--- config.mk ---
export PLATFORM = sky130hd
export DESIGN_NAME = adaptive_gain_heater_pwm
export DESIGN_NICKNAME = d
export VERILOG_FILES = /design/src/aghp_pkg.sv /design/src/adaptive_gain_heater_pwm.sv
export SDC_FILE = /design/constraint.sdc
export NUM_CORES = 1
export LEC_CHECK = 0
export ABC_AREA = 1
export BUFFER_PORTS_ARGS = -buffer_cell sky130_fd_sc_hd__buf_2
export CORE_MARGIN = 4
export CORE_UTILIZATION = 55
export DETAILED_ROUTE_END_ITERATION = 10
export PLACE_DENSITY = 0.78
export SYNTH_ARGS = -nofsm -noshare
export SYNTH_HDL_FRONTEND = slang
export SYNTH_SLANG_ARGS = --single-unit
export TNS_END_PERCENT = 30
--- constraint.sdc ---
create_clock -name clk_i -period 4.2 [get_ports clk_i]
set_clock_uncertainty 0.15 [all_clocks]
set_input_delay 0.63 -clock clk_i [delete_from_list [all_inputs] [get_ports clk_i]]
set_output_delay 0.63 -clock clk_i [all_outputs]
set_load 0.02 [all_outputs]
--- src/aghp_pkg.sv ---
// ============================================================================
// Adaptive-gain heater PWM package
// Shared widths, register map, reset values and control constants of the
// time-proportional heater controller with adaptive proportional gain.
// ============================================================================
`default_nettype none

package aghp_pkg;

  // Default number of 5 ms ticks in one second.
  localparam int unsigned TICKS_PER_SECOND_DEF = 200;

  // Field widths.
  localparam int unsigned TEMP_W   = 12;
  localparam int unsigned RISE_W   = 11;
  localparam int unsigned CFG_W    = 8;
  localparam int unsigned GAIN_W   = 8;
  localparam int unsigned PULSE_W  = 16;
  localparam int unsigned PERIOD_W = 16;
  localparam int unsigned SEC_W    = 8;

  // Error in tenths of a degree: 10*(offset+setpoint) - temperature.
  localparam int unsigned ERR_W   = 14;
  // Positive part of the error.
  localparam int unsigned ERRP_W  = 13;
  // Limit 10*setpoint, also the width of the clamped drive.
  localparam int unsigned LIM_W   = 12;
  localparam int unsigned DRIVE_W = LIM_W;
  // Error times gain.
  localparam int unsigned GPROD_W = ERRP_W + GAIN_W;

  // Stream payload widths.
  localparam int unsigned S_TDATA_W = 24;
  localparam int unsigned M_TDATA_W = 32;

  // Configuration port.
  localparam int unsigned APB_AW = 5;
  localparam int unsigned APB_DW = 32;

  // Register indexes (byte address / 4).
  localparam logic [2:0] REG_SETPOINT  = 3'd0;
  localparam logic [2:0] REG_OFFSET    = 3'd1;
  localparam logic [2:0] REG_CYCLE     = 3'd2;
  localparam logic [2:0] REG_INIT_GAIN = 3'd3;
  localparam logic [2:0] REG_FALLBACK  = 3'd4;

  // Register reset values.
  localparam logic [CFG_W-1:0] SETPOINT_RST  = 8'd0;
  localparam logic [CFG_W-1:0] OFFSET_RST    = 8'd0;
  localparam logic [CFG_W-1:0] CYCLE_RST     = 8'd10;
  localparam logic [CFG_W-1:0] INIT_GAIN_RST = 8'd25;
  localparam logic [CFG_W-1:0] FALLBACK_RST  = 8'd20;

  // Gain adaptation thresholds.
  localparam logic signed [ERR_W-1:0]  ERR_BUMP_LO   = 14'sd9;
  localparam logic signed [ERR_W-1:0]  ERR_BUMP_HI   = 14'sd150;
  localparam logic signed [ERR_W-1:0]  ERR_OVERSHOOT = -14'sd3;
  localparam logic signed [RISE_W-1:0] RISE_SLOW     = 11'sd3;
  localparam logic [SEC_W-1:0]         SEC_BUMP      = 8'd20;
  localparam logic [GAIN_W-1:0]        GAIN_STEP     = 8'd2;
  localparam logic [GAIN_W-1:0]        GAIN_SAT_LIM  = 8'd253;
  localparam logic [GAIN_W-1:0]        GAIN_MIN      = 8'd1;

  // Sequencer states.
  typedef enum logic [2:0] {
    ST_IDLE,
    ST_ADAPT,
    ST_MUL_GAIN,
    ST_CLAMP,
    ST_MUL_PLEN,
    ST_DIV_SETUP,
    ST_DIV,
    ST_FIN
  } aghp_state_e;

endpackage : aghp_pkg

`default_nettype wire

--- src/adaptive_gain_heater_pwm.sv ---
// ============================================================================
// Adaptive-gain heater PWM
// Time-proportional heater control with an adaptive proportional gain, one
// request per 5 ms tick, built around one shared adder and a small sequencer.
// ============================================================================
// Each input request is one tick carrying temperature, rise and enable; each
// tick returns exactly one result with the heater bit, the gain in use and
// the on time of the period in ticks. For an enabled tick with a nonzero
// setpoint, one shared adder runs an 8-step multiply of error by gain, a
// 12-step multiply of drive by period length and a Q-step restoring divide
// by 10*setpoint, where Q is the bit width of 255*TICKS_PER_SECOND (Q = 16
// at the default of 200). A disabled tick goes straight to the finish state
// and an enabled tick with a zero setpoint passes only the adapt state. The
// input is not ready while a tick is in work; the result sits in an output
// register, so the next tick may be taken while it waits. The user must
// write registers through the APB port only while the block is idle; the
// block does not enforce this. Writing initial_gain also reloads the gain.
`default_nettype none

module adaptive_gain_heater_pwm
  import aghp_pkg::*;
#(
  parameter int unsigned TICKS_PER_SECOND = TICKS_PER_SECOND_DEF
) (
  input  wire logic                 clk_i,
  input  wire logic                 rst_ni,
  // Input ticks.
  input  wire logic                 s_axis_tvalid,
  output logic                      s_axis_tready,
  // [11:0] temperature, [22:12] rise, [23] enable
  input  wire logic [S_TDATA_W-1:0] s_axis_tdata,
  // Results.
  output logic                      m_axis_tvalid,
  input  wire logic                 m_axis_tready,
  // [0] heater_on, [8:1] current_gain, [24:9] pulse_ticks, [31:25] zero
  output logic [M_TDATA_W-1:0]      m_axis_tdata,
  // Configuration.
  input  wire logic                 psel,
  input  wire logic                 penable,
  input  wire logic                 pwrite,
  input  wire logic [APB_AW-1:0]    paddr,
  input  wire logic [APB_DW-1:0]    pwdata,
  output logic [APB_DW-1:0]         prdata,
  output logic                      pready
);

  // Derived sizes.
  localparam int unsigned PLEN_MAX = 255 * TICKS_PER_SECOND;
  localparam int unsigned QUO_W    = $clog2(PLEN_MAX + 1);
  localparam int unsigned PROD_W   = DRIVE_W + QUO_W;
  localparam int unsigned ACC_W    = (PROD_W > GPROD_W) ? PROD_W : GPROD_W;
  localparam int unsigned SUM_W    = ACC_W + 1;
  localparam int unsigned SUB_W    = (TICKS_PER_SECOND > 1) ? $clog2(TICKS_PER_SECOND) : 1;
  localparam int unsigned MAXIT    = (QUO_W > DRIVE_W) ? QUO_W : DRIVE_W;
  localparam int unsigned CNT_W    = $clog2(MAXIT + 1);
  localparam int unsigned QX_W     = (QUO_W > PULSE_W) ? QUO_W : PULSE_W + 1;
  localparam int unsigned CMP_W    = (QUO_W > PULSE_W) ? QUO_W : PULSE_W;
  localparam int unsigned PAD_W    = M_TDATA_W - (1 + GAIN_W + PULSE_W);

  // Configuration registers.
  logic [CFG_W-1:0] setpoint_q, offset_q, cycle_q, init_gain_q, fallback_q;

  // Control state.
  aghp_state_e          state_q, state_d;
  logic                 out_valid_q;
  logic [PERIOD_W-1:0]  period_q;
  logic [SUB_W-1:0]     sub_q;
  logic [SEC_W-1:0]     sec_q;
  logic [GAIN_W-1:0]    gain_q;

  // Datapath registers.
  logic signed [ERR_W-1:0]  err_q;
  logic signed [RISE_W-1:0] rise_q;
  logic                     en_q;
  logic [ACC_W-1:0]         acc_q;
  logic [ACC_W-1:0]         mcand_q;
  logic [DRIVE_W-1:0]       mplier_q;
  logic [LIM_W-1:0]         rem_q;
  logic [CNT_W-1:0]         cnt_q;
  logic [M_TDATA_W-PAD_W-1:0] out_data_q;

  // Handshake and control strobes.
  logic cfg_wr;
  logic in_ready;
  logic in_acc;
  logic out_load;

  assign cfg_wr = psel && penable && pwrite && pready;
  assign pready = 1'b1;

  // Configuration-derived values: limit = 10*setpoint, period length.
  logic [LIM_W-1:0] limit;
  logic [QUO_W-1:0] plen;

  assign limit = (LIM_W'(setpoint_q) << 3) + (LIM_W'(setpoint_q) << 1);
  assign plen  = QUO_W'(32'(cycle_q) * TICKS_PER_SECOND);

  // Error of the incoming tick.
  logic [TEMP_W-1:0]        temp_in;
  logic [RISE_W-1:0]        rise_in;
  logic                     en_in;
  logic [CFG_W:0]           cfg_sum;
  logic [ERR_W-1:0]         cfg_x10;
  logic signed [ERR_W-1:0]  err_in;

  assign temp_in = s_axis_tdata[TEMP_W-1:0];
  assign rise_in = s_axis_tdata[TEMP_W+RISE_W-1:TEMP_W];
  assign en_in   = s_axis_tdata[TEMP_W+RISE_W];
  assign cfg_sum = (CFG_W+1)'(setpoint_q) + (CFG_W+1)'(offset_q);
  assign cfg_x10 = (ERR_W'(cfg_sum) << 3) + (ERR_W'(cfg_sum) << 1);
  assign err_in  = signed'(cfg_x10) - signed'({{(ERR_W-TEMP_W){temp_in[TEMP_W-1]}}, temp_in});

  // Tick and second counters.
  logic [SUB_W:0]      sub_inc;
  logic                sub_wrap;

  assign sub_inc  = (SUB_W+1)'(sub_q) + (SUB_W+1)'(1);
  assign sub_wrap = (sub_inc >= (SUB_W+1)'(TICKS_PER_SECOND));

  // Gain adaptation.
  logic              bump;
  logic [GAIN_W-1:0] gain_up;
  logic [GAIN_W-1:0] gain_ovs;
  logic [GAIN_W-1:0] gain_next;
  logic [ERRP_W-1:0] err_pos;

  assign bump = (err_q > ERR_BUMP_LO) && (err_q < ERR_BUMP_HI) &&
                (rise_q < RISE_SLOW) && (sec_q >= SEC_BUMP);

  always_comb begin
    gain_up = gain_q;
    if (bump) begin
      gain_up = (gain_q > GAIN_SAT_LIM) ? '1 : gain_q + GAIN_STEP;
    end
    gain_ovs  = (err_q < ERR_OVERSHOOT) ? fallback_q : gain_up;
    gain_next = (gain_ovs == '0) ? GAIN_MIN : gain_ovs;
  end

  assign err_pos = (err_q > 0) ? err_q[ERRP_W-1:0] : '0;

  // Shared adder: multiply steps, clamp compare and divide trial subtract.
  logic [SUM_W-1:0] add_a, add_b, sum;
  logic             add_cin;
  logic             sum_neg;
  logic [LIM_W:0]   div_trial;

  assign div_trial = {rem_q, acc_q[QUO_W-1]};

  always_comb begin
    add_a   = '0;
    add_b   = '0;
    add_cin = 1'b0;
    unique case (state_q)
      ST_MUL_GAIN, ST_MUL_PLEN: begin
        add_a = {1'b0, acc_q};
        add_b = mplier_q[0] ? {1'b0, mcand_q} : '0;
      end
      ST_CLAMP: begin
        add_a   = {1'b0, acc_q};
        add_b   = ~SUM_W'(limit);
        add_cin = 1'b1;
      end
      ST_DIV: begin
        add_a   = SUM_W'(div_trial);
        add_b   = ~SUM_W'(limit);
        add_cin = 1'b1;
      end
      default: begin
      end
    endcase
  end

  assign sum     = add_a + add_b + SUM_W'(add_cin);
  assign sum_neg = sum[SUM_W-1];

  // Result of the tick.
  logic [QX_W-1:0]    quo_ext;
  logic [PULSE_W-1:0] pulse;
  logic               heater;
  logic               period_end;

  assign quo_ext    = QX_W'(acc_q[QUO_W-1:0]);
  assign pulse      = (|quo_ext[QX_W-1:PULSE_W]) ? '1 : quo_ext[PULSE_W-1:0];
  assign heater     = en_q && (setpoint_q != '0) && (period_q <= pulse);
  assign period_end = (CMP_W'(period_q) >= CMP_W'(plen));

  // Sequencer next state.
  always_comb begin
    state_d = state_q;
    unique case (state_q)
      ST_IDLE: begin
        if (in_acc) begin
          state_d = en_in ? ST_ADAPT : ST_FIN;
        end
      end
      ST_ADAPT: begin
        state_d = (setpoint_q == '0) ? ST_FIN : ST_MUL_GAIN;
      end
      ST_MUL_GAIN: begin
        if (cnt_q == CNT_W'(1)) state_d = ST_CLAMP;
      end
      ST_CLAMP: begin
        state_d = ST_MUL_PLEN;
      end
      ST_MUL_PLEN: begin
        if (cnt_q == CNT_W'(1)) state_d = ST_DIV_SETUP;
      end
      ST_DIV_SETUP: begin
        state_d = ST_DIV;
      end
      ST_DIV: begin
        if (cnt_q == CNT_W'(1)) state_d = ST_FIN;
      end
      ST_FIN: begin
        if (out_load) state_d = ST_IDLE;
      end
      default: begin
        state_d = ST_IDLE;
      end
    endcase
  end

  // Sequencer outputs.
  always_comb begin
    in_ready = (state_q == ST_IDLE);
    out_load = (state_q == ST_FIN) && (!out_valid_q || m_axis_tready);
  end

  assign in_acc        = s_axis_tvalid && in_ready;
  assign s_axis_tready = in_ready;

  // Control registers: state, counters, gain, configuration, output valid.
  always_ff @(posedge clk_i or negedge rst_ni) begin
    if (!rst_ni) begin
      state_q     <= ST_IDLE;
      out_valid_q <= 1'b0;
      period_q    <= '0;
      sub_q       <= '0;
      sec_q       <= '0;
      gain_q      <= INIT_GAIN_RST;
      setpoint_q  <= SETPOINT_RST;
      offset_q    <= OFFSET_RST;
      cycle_q     <= CYCLE_RST;
      init_gain_q <= INIT_GAIN_RST;
      fallback_q  <= FALLBACK_RST;
    end else begin
      state_q <= state_d;

      if (cfg_wr) begin
        unique case (paddr[4:2])
          REG_SETPOINT:  setpoint_q <= pwdata[CFG_W-1:0];
          REG_OFFSET:    offset_q   <= pwdata[CFG_W-1:0];
          REG_CYCLE:     cycle_q    <= pwdata[CFG_W-1:0];
          REG_INIT_GAIN: begin
            init_gain_q <= pwdata[CFG_W-1:0];
            gain_q      <= pwdata[CFG_W-1:0];
          end
          REG_FALLBACK:  fallback_q <= pwdata[CFG_W-1:0];
          default: begin
          end
        endcase
      end else if (state_q == ST_ADAPT) begin
        gain_q <= gain_next;
      end

      // Tick counters advance on every accepted tick.
      if (in_acc) begin
        period_q <= period_q + PERIOD_W'(1);
        sub_q    <= sub_wrap ? '0 : sub_inc[SUB_W-1:0];
        if (sub_wrap) sec_q <= sec_q + SEC_W'(1);
      end else if (state_q == ST_ADAPT && bump) begin
        sec_q <= '0;
      end

      // Period restarts after the heater decision of an enabled tick that ends it.
      if (out_load && en_q && period_end) begin
        period_q <= '0;
      end

      if (out_load) begin
        out_valid_q <= 1'b1;
      end else if (m_axis_tready) begin
        out_valid_q <= 1'b0;
      end
    end
  end

  // Datapath registers of the shared unit.
  always_ff @(posedge clk_i) begin
    unique case (state_q)
      ST_IDLE: begin
        if (in_acc) begin
          err_q  <= err_in;
          rise_q <= signed'(rise_in);
          en_q   <= en_in;
          acc_q  <= '0;
        end
      end
      ST_ADAPT: begin
        acc_q    <= '0;
        mcand_q  <= ACC_W'(err_pos);
        mplier_q <= DRIVE_W'(gain_next);
        cnt_q    <= CNT_W'(GAIN_W);
      end
      ST_MUL_GAIN, ST_MUL_PLEN: begin
        acc_q    <= sum[ACC_W-1:0];
        mcand_q  <= mcand_q << 1;
        mplier_q <= mplier_q >> 1;
        cnt_q    <= cnt_q - CNT_W'(1);
      end
      ST_CLAMP: begin
        // Drive is the smaller of error*gain and 10*setpoint.
        acc_q    <= '0;
        mcand_q  <= ACC_W'(plen);
        mplier_q <= sum_neg ? acc_q[DRIVE_W-1:0] : limit;
        cnt_q    <= CNT_W'(DRIVE_W);
      end
      ST_DIV_SETUP: begin
        rem_q <= acc_q[PROD_W-1:QUO_W];
        cnt_q <= CNT_W'(QUO_W);
      end
      ST_DIV: begin
        // One restoring step: quotient bit shifts into the accumulator.
        rem_q <= sum_neg ? div_trial[LIM_W-1:0] : sum[LIM_W-1:0];
        acc_q <= {acc_q[ACC_W-2:0], ~sum_neg};
        cnt_q <= cnt_q - CNT_W'(1);
      end
      ST_FIN: begin
        if (out_load) out_data_q <= {pulse, gain_q, heater};
      end
      default: begin
      end
    endcase
  end

  assign m_axis_tvalid = out_valid_q;
  assign m_axis_tdata  = {{PAD_W{1'b0}}, out_data_q};

  // Register readback.
  always_comb begin
    prdata = '0;
    unique case (paddr[4:2])
      REG_SETPOINT:  prdata = APB_DW'(setpoint_q);
      REG_OFFSET:    prdata = APB_DW'(offset_q);
      REG_CYCLE:     prdata = APB_DW'(cycle_q);
      REG_INIT_GAIN: prdata = APB_DW'(init_gain_q);
      REG_FALLBACK:  prdata = APB_DW'(fallback_q);
      default:       prdata = '0;
    endcase
  end

  // An accepted tick closes the input until its result is loaded.
  assert property (@(posedge clk_i) disable iff (!rst_ni)
    (s_axis_tvalid && s_axis_tready) |=> !s_axis_tready)
    else $error("input accepted while a tick was in work");

  // The partial remainder stays below the divisor in every divide step.
  assert property (@(posedge clk_i) disable iff (!rst_ni)
    (state_q == ST_DIV) |-> (rem_q < limit))
    else $error("divide remainder not below 10*setpoint");

  // Iterating states never run with an exhausted step count.
  assert property (@(posedge clk_i) disable iff (!rst_ni)
    (state_q == ST_MUL_GAIN || state_q == ST_MUL_PLEN || state_q == ST_DIV)
      |-> (cnt_q != '0))
    else $error("iteration count ran out");

  // A finished tick waiting for the output keeps its period count.
  assert property (@(posedge clk_i) disable iff (!rst_ni)
    (state_q == ST_FIN && !out_load) |=> (state_q == ST_FIN && $stable(period_q)))
    else $error("finished tick lost while output was full");

endmodule : adaptive_gain_heater_pwm

`default_nettype wire

==> results of run 1 <==
[layout make-up]
| class | instances | share of cell area [%] |
|---|---|---|
| flip-flops and latches | 220 | 35.5 |
| clock inverters | 7 | 0.237 |
| repair buffers | 159 | 6.17 |
| well taps | 341 | 2.45 |
| inverters | 238 | 5.17 |
| clock buffers | 40 | 4.38 |
| multi-input cells | 1290 | 46.0 |
[cells in the final DEF (no fill, tap or decap), types with 9 or more instances in the layout]
master / count
sky130_fd_sc_hd__xor2_1: 45
sky130_fd_sc_hd__a21o_1: 9
sky130_fd_sc_hd__a21oi_2: 13
sky130_fd_sc_hd__o211ai_1: 30
sky130_fd_sc_hd__dfrtp_1: 71
sky130_fd_sc_hd__o22ai_1: 18
sky130_fd_sc_hd__a21oi_1: 99
sky130_fd_sc_hd__clkbuf_16: 27
sky130_fd_sc_hd__nand4_1: 21
sky130_fd_sc_hd__nor2_1: 114
sky130_fd_sc_hd__clkbuf_1: 9
sky130_fd_sc_hd__nand2_1: 373
sky130_fd_sc_hd__xnor2_1: 16
sky130_fd_sc_hd__buf_4: 73
sky130_fd_sc_hd__inv_1: 224
sky130_fd_sc_hd__nor2_2: 13
sky130_fd_sc_hd__buf_2: 75
sky130_fd_sc_hd__nand3_1: 68
sky130_fd_sc_hd__o21ai_0: 140
sky130_fd_sc_hd__nor3_1: 28
sky130_fd_sc_hd__edfxtp_1: 136
sky130_fd_sc_hd__o21ai_1: 9
sky130_fd_sc_hd__ha_1: 123
sky130_fd_sc_hd__inv_2: 11
sky130_fd_sc_hd__dfstp_2: 10
sky130_fd_sc_hd__conb_1: 32
[cell families after synthesis]
group,after synthesis,share of synthesized area [%]
AOI/OAI and AO/OA,388,15.2
and+or+nand+nor,663,18.9
other,2,0.0499
xor gates and xnor gates,66,3.84
DFF,220,41.2
adders and majority gates,140,12.1
muxes,1,0.0749
buffers and inverters,310,8.68
[how the worst min path moves through the flow]
stage | slack (ns) | to | startpoint | depth (start not counted)
2_1_floorplan | 0.18 | cycle_q[0] | rst_ni | 0
3_3_place_gp | 0.30 | out_data_q[23] | acc_q[14] | 0
3_5_place_dp | 0.30 | out_data_q[22] | acc_q[13] | 0
4_1_cts | 0.009 | sub_q[4] | rst_ni | 1
5_1_grt | 0.05 | sub_q[4] | rst_ni | 1
6_report | -0.01 | sub_q[4] | rst_ni | 1
[registers in the layout, summed over array words and instances, names as in the netlist, 11 cells and up]
signal,flops
acc_q,28
err_q,14
mcand_q,28
mplier_q,12
out_data_q,25
period_q,16
rem_q,12
rise_q,11
[power breakdown]
group	internal, mW	total [mW]	switching (mW)
Sequential	3.68	4.27	0.584
Clock	1.25	2.15	0.900
Combinational	3.23	8.67	5.44
Total	8.17	15.1	6.92
[layer usage]
metal	part of all wire [%]	wire length (µm)	vias to the layer above	GRT usage (%)
met3	8.7	3550	153	4.82
met2	46	18700	645	43.3
li1	-	-	6324	-
met1	40	16200	6064	34.1
met5	0	0	-	0
met4	5.3	2160	0	11.4
[metrics by stage]
step | TNS [ns] | worst slack [ns]
2_1_floorplan | 0 | 0.0449
3_3_place_gp | -2.66 | -0.236
3_5_place_dp | -3.77 | -0.304
4_1_cts | -2.05 | -0.185
5_1_grt | -7.11 | -0.462
6_report | -3.65 | -0.322
[worst max-delay path, stage by stage, from the launching register on]
cell	delay, ns
sky130_fd_sc_hd__dfstp_2	0.59
sky130_fd_sc_hd__ha_4	0.22
sky130_fd_sc_hd__ha_4	0.26
sky130_fd_sc_hd__inv_2	0.03
sky130_fd_sc_hd__fa_1	0.49
sky130_fd_sc_hd__inv_2	0.05
sky130_fd_sc_hd__ha_4	0.23
sky130_fd_sc_hd__a21oi_4	0.13
sky130_fd_sc_hd__nand2_2	0.09
sky130_fd_sc_hd__a21oi_2	0.14
sky130_fd_sc_hd__o21ai_2	0.08
sky130_fd_sc_hd__a21o_1	0.18
sky130_fd_sc_hd__a21oi_4	0.19
sky130_fd_sc_hd__xor2_2	0.24
sky130_fd_sc_hd__ha_1	0.30
sky130_fd_sc_hd__nand2_2	0.10
sky130_fd_sc_hd__inv_2	0.05
sky130_fd_sc_hd__nand3_4	0.07
sky130_fd_sc_hd__inv_2	0.04
sky130_fd_sc_hd__a21oi_2	0.13
sky130_fd_sc_hd__nand3_2	0.10
sky130_fd_sc_hd__nand2_2	0.10
sky130_fd_sc_hd__clkinvlp_4	0.14
sky130_fd_sc_hd__buf_6	0.15
sky130_fd_sc_hd__buf_6	0.12
sky130_fd_sc_hd__nor2_4	0.06
[repair_timing]
action                     4_1_cts  5_1_grt
gates resized for setup         32       71
setup endpoints to repair       21       58
setup buffers                    9        4
pin swaps                       23       20
==> metrics.txt, run 1 <==
core area=27000 µm²; TritonCTS clock tree=yes; core utilization of the finished layout=64.7%; antenna violations before repair=0; routed wire length per instance=17.7 µm; largest buffer count on any clock path=3; Final setup viols=16; syn avg cell area=8.40 µm²; power density cells=865 nW/µm²; headroom to the max-slew limit=30.3%; maximum number of pins on one net before global-route repair=57; Post-DP Area=16100 µm²; post-synthesis instance total=1790; reported max-cap violation count=0; register area share after synthesis=41.2%; share of layout cells above drive strength 1=16.4%; required time at the worst-slack endpoint=4.52 ns; clock network latency to the later pin of the worst-skew pair=0.54 ns; Post-layout nets=2143; run status=complete, but fails checks; area fraction of the dominant cell type after synthesis=27.1%; register-to-register path setup slack=-0.32 ns; first drt pass iteration count=6; Worst-Margin Slew=1.04 ns; area of the die=30100 µm²; post-detailed-routing wire length=40700 µm; Worst EP arrival=4.84 ns; top-level I/O count=135; wire length of the first global-routing pass=65100 µm; violations in the final reports=hold timing, setup timing; most frequent cell after synthesis=sky130_fd_sc_hd__nand2_1; number of filler cells placed in the layout=2166; Max Freq=221 MHz; aggregate global routing overflow=0; leading area contributor after synthesis=sky130_fd_sc_hd__edfxtp_1; Inserted Clock Buffers=26; kind of capture point of the worst setup path=register; Antenna diodes=0; ranking of synthesized cells by area=sky130_fd_sc_hd__edfxtp_1 27%, sky130_fd_sc_hd__dfrtp_1 12%, sky130_fd_sc_hd__ha_1 11%; Final Non-Filler Cells=2295; count of H-tree levels built during CTS=1; startpoint class of the critical path=register; Critical Path End=period_q[7]; antenna-violating nets left=0; number of flops mapped to enable cells by yosys=136; type of the worst min-delay path=in -> async; CTS root buffer=sky130_fd_sc_hd__clkbuf_16; overall routing resource usage=26.3%; Mapped Area=15000 µm²; Commonest cells post-synth=378 x sky130_fd_sc_hd__nand2_1, 231 x sky130_fd_sc_hd__inv_1, 149 x sky130_fd_sc_hd__o21ai_0; r2r endpoint=period_q[7]; count of placed standard cells including taps=2235; layout overhead on the synthesized area=16.0%; max-slew violation total from the final report=0; worst setup path start=cycle_q[3]; Hold WS=-0.0127 ns; area of the multi-input gates=8030 µm²; vias in the first global route=12752; Yosys reg bits=220; half-perimeter wire length of the detailed placement result=30300 µm; count of vias placed by the detailed router=13186; Worst-path clk slew=0.06 ns; Initial DRC Count=1220; async set-reset flop share out of synthesis=38.2%; number of input and output port buffers inserted=76; sequential cell area=6200 µm²; row count=60; crit path time final=4.52 ns; DRC violation count after routing=0; launch instance of the worst register-to-register path=cycle_q[3]; maximum fanout along the worst path=4; CTS Sinks=220; via/cell ratio=5.75; total leakage power=8.15 nW; number of cells traversed by the worst register-to-register path=25; setup ws final=-0.322 ns; Non-Filler Cell Area, Final=17400 µm²; setup repair after global routing missed its margin=true; Die Ht=173 µm; Setup CP Type=reg -> reg; CTS Hold Bufs=0; warning count from the yosys run=0; PnR Total Power=15.1 mW; final hold violations=5; maximum VDD drop=1190 µV; Initial Utilization=55.8%; number of distinct library cells after synthesis=59; routability congestion estimate=1.04; top_reg_cell synth=sky130_fd_sc_hd__edfxtp_1; share of the cycle needed by the critical path after routing=108%; Die Wd=173 µm
Note: power is estimated with default switching activity, not from simulation.
==> run 2: changes to the inputs <==
--- a/config.mk
+++ b/config.mk
@@ -6,10 +6,10 @@
 export NUM_CORES = 1
 export LEC_CHECK = 0
 export ABC_AREA = 1
-export BUFFER_PORTS_ARGS = -buffer_cell sky130_fd_sc_hd__buf_2
 export CORE_MARGIN = 4
-export CORE_UTILIZATION = 55
+export CORE_UTILIZATION = 59
 export DETAILED_ROUTE_END_ITERATION = 10
+export DONT_BUFFER_PORTS = 1
 export PLACE_DENSITY = 0.78
 export SYNTH_ARGS = -nofsm -noshare
 export SYNTH_HDL_FRONTEND = slang
==> metrics.txt, run 2 (synthesis gave the netlist of run 1 again) <==
share of the cycle needed by the critical path after routing=108%; wire length of the first global-routing pass=64500 µm; Worst EP arrival=4.84 ns; DRC violation count after routing=0; PnR Total Power=15.7 mW; routability congestion estimate=0.960; Post-DP Area=16000 µm²; run status=complete, but fails checks; setup TNS=-3.74 ns; crit path time final=4.52 ns; via/cell ratio=5.82; Max Freq=221 MHz; routed wire length per instance=18.6 µm; area of the die=28100 µm²; required time at the worst-slack endpoint=4.52 ns; commonest non-fill, non-tap cells in the layout=370 x sky130_fd_sc_hd__nand2_1, 224 x sky130_fd_sc_hd__inv_1, 138 x sky130_fd_sc_hd__o21ai_0, 136 x sky130_fd_sc_hd__edfxtp_1, 117 x sky130_fd_sc_hd__ha_1; number of input and output port buffers inserted=0; CTS Sinks=220; peak-usage layer in the global routing report=met2; Antenna diodes=0; Initial DRC Count=1204; CTS root buffer=sky130_fd_sc_hd__clkbuf_16; type of the worst min-delay path=in -> reg; most common library cell in the layout ignoring fill and taps=sky130_fd_sc_hd__nand2_1; reported max-cap violation count=0; aggregate global routing overflow=0; Final Non-Filler Cells=2243; setup ws final=-0.317 ns; Non-Filler Cell Area, Final=17400 µm²; launch instance of the worst register-to-register path=cycle_q[3]; top-level I/O count=135; power density cells=899 nW/µm²; Worst-path clk slew=0.07 ns; maximum number of pins on one net before global-route repair=85; Post-layout nets=2104; number of filler cells placed in the layout=1976; max-slew violation total from the final report=0; layout overhead on the synthesized area=15.7%; half-perimeter wire length of the detailed placement result=30700 µm; TritonCTS clock tree=yes; worst setup path start=cycle_q[3]; count of vias placed by the detailed router=13047; count of H-tree levels built during CTS=1; Critical Path End=period_q[3]; Final setup viols=16; vias in the first global route=12478; maximum fanout along the worst path=7; number of cells traversed by the worst register-to-register path=23; Die Wd=168 µm; clock network latency to the later pin of the worst-skew pair=0.54 ns; row count=58; register-to-register path setup slack=-0.32 ns; first drt pass iteration count=6; Initial Utilization=59.9%; kind of capture point of the worst setup path=register; core area=25100 µm²; maximum VDD drop=1320 µV; overall routing resource usage=28.4%; largest buffer count on any clock path=3; r2r endpoint=period_q[3]; post-detailed-routing wire length=41600 µm; share of layout cells above drive strength 1=15.4%; Hold WS=0.0391 ns; headroom to the max-slew limit=37.0%; met1 layer usage reported by global route=36.3%; startpoint class of the critical path=register; antenna violations before repair=0; final hold violations=0; count of placed standard cells including taps=2182; setup repair after global routing missed its margin=true; Worst-Margin Slew=0.937 ns; Inserted Clock Buffers=24; leading registers by flop count=acc_q x28, mcand_q x28, out_data_q x25; met2 layer usage reported by global route=48.3%; total leakage power=7.99 nW; cell depth of the worst hold path=0; violations in the final reports=setup timing; antenna-violating nets left=0; Setup CP Type=reg -> reg; met3 track utilization from global routing=5.10%; Die Ht=168 µm
## run 2: cell types whose count changed in the layout (fill, tap and decap cells not counted), moves of 3 or more
cell / previous run / this run
sky130_fd_sc_hd__buf_2: 75 / 0
sky130_fd_sc_hd__clkbuf_1: 9 / 0
sky130_fd_sc_hd__ha_1: 123 / 117
sky130_fd_sc_hd__nand2_1: 373 / 370
sky130_fd_sc_hd__ha_4: 8 / 12
sky130_fd_sc_hd__bufinv_16: 0 / 4
sky130_fd_sc_hd__clkinvlp_4: 1 / 7
sky130_fd_sc_hd__buf_4: 73 / 114
sky130_fd_sc_hd__a21oi_2: 13 / 16
sky130_fd_sc_hd__clkbuf_8: 4 / 0
## run 2: worst min-delay path by stage
stage / startpoint / endpoint / slack, ns
6_report: s_axis_tdata[21] / rise_q[9] / 0.04
5_1_grt: s_axis_tdata[18] / rise_q[6] / 0.03
4_1_cts: s_axis_tdata[18] / rise_q[6] / 0.03
3_5_place_dp: rst_ni / sub_q[4] / 0.19
3_3_place_gp: rst_ni / sub_q[4] / 0.19
2_1_floorplan: rst_ni / cycle_q[0] / 0.18
## run 2: through the flow
| stage | utilization (%) | setup slack (ns) |
|---|---|---|
| after floorplan | - | 0.0449 |
| after global placement | 63.6 | -0.200 |
| after detailed placement | 63.6 | -0.306 |
| after CTS | 67.8 | -0.118 |
| after global routing | 69.3 | -0.458 |
| final | 69.3 | -0.317 |
## run 2: where the power goes
| group | switching [mW] | internal (mW) | total (mW) |
|---|---|---|---|
| Combinational | 5.57 | 3.47 | 9.03 |
| Sequential | 0.672 | 3.69 | 4.36 |
| Clock | 0.927 | 1.33 | 2.26 |
| Total | 7.17 | 8.49 | 15.7 |
## run 2: cell type report
type	instances	area, µm²	share of cell area [%]
multi-input combinational	1290	8090	46.5
tap	330	413	2.37
sequential	220	6200	35.6
clock buffer	25	626	3.59
timing repair buffer	122	970	5.57
clock inverter	18	209	1.20
inverter	238	900	5.17
## run 2: routing by layer
| metal | share of wire, % | wire, µm | vias to the layer above |
|---|---|---|---|
| met3 | 7.4 | 3080 | 129 |
| met2 | 48 | 19900 | 554 |
| li1 | - | - | 6248 |
| met5 | 0 | 0 | - |
| met4 | 4.4 | 1820 | 0 |
| met1 | 40 | 16800 | 6116 |
## run 2: repair_timing
item                                   in CTS  in global routing
endpoints found under the hold margin      84                  0
pin swaps                                  24                 33
setup buffers                               6                 10
setup endpoints to repair                  28                 55
hold buffers                                2                  0
resized for setup                          25                 79
## run 2: critical path, stage by stage (launching register included)
cell and delay, ns:
sky130_fd_sc_hd__dfstp_2 0.59, sky130_fd_sc_hd__ha_4 0.22, sky130_fd_sc_hd__ha_4 0.26, sky130_fd_sc_hd__inv_2 0.03, sky130_fd_sc_hd__fa_1 0.49, sky130_fd_sc_hd__inv_2 0.05
sky130_fd_sc_hd__ha_4 0.22, sky130_fd_sc_hd__a21oi_2 0.16, sky130_fd_sc_hd__nand2_2 0.09, sky130_fd_sc_hd__buf_4 0.14, sky130_fd_sc_hd__buf_4 0.13, sky130_fd_sc_hd__buf_4 0.13
sky130_fd_sc_hd__buf_4 0.13, sky130_fd_sc_hd__buf_4 0.14, sky130_fd_sc_hd__xor2_4 0.19, sky130_fd_sc_hd__ha_4 0.24, sky130_fd_sc_hd__a21oi_2 0.14, sky130_fd_sc_hd__o21ai_1 0.11
sky130_fd_sc_hd__a21oi_2 0.16, sky130_fd_sc_hd__nand3_2 0.10, sky130_fd_sc_hd__nand2_2 0.09, sky130_fd_sc_hd__clkinvlp_4 0.21, sky130_fd_sc_hd__buf_6 0.21, sky130_fd_sc_hd__nor2_1 0.08
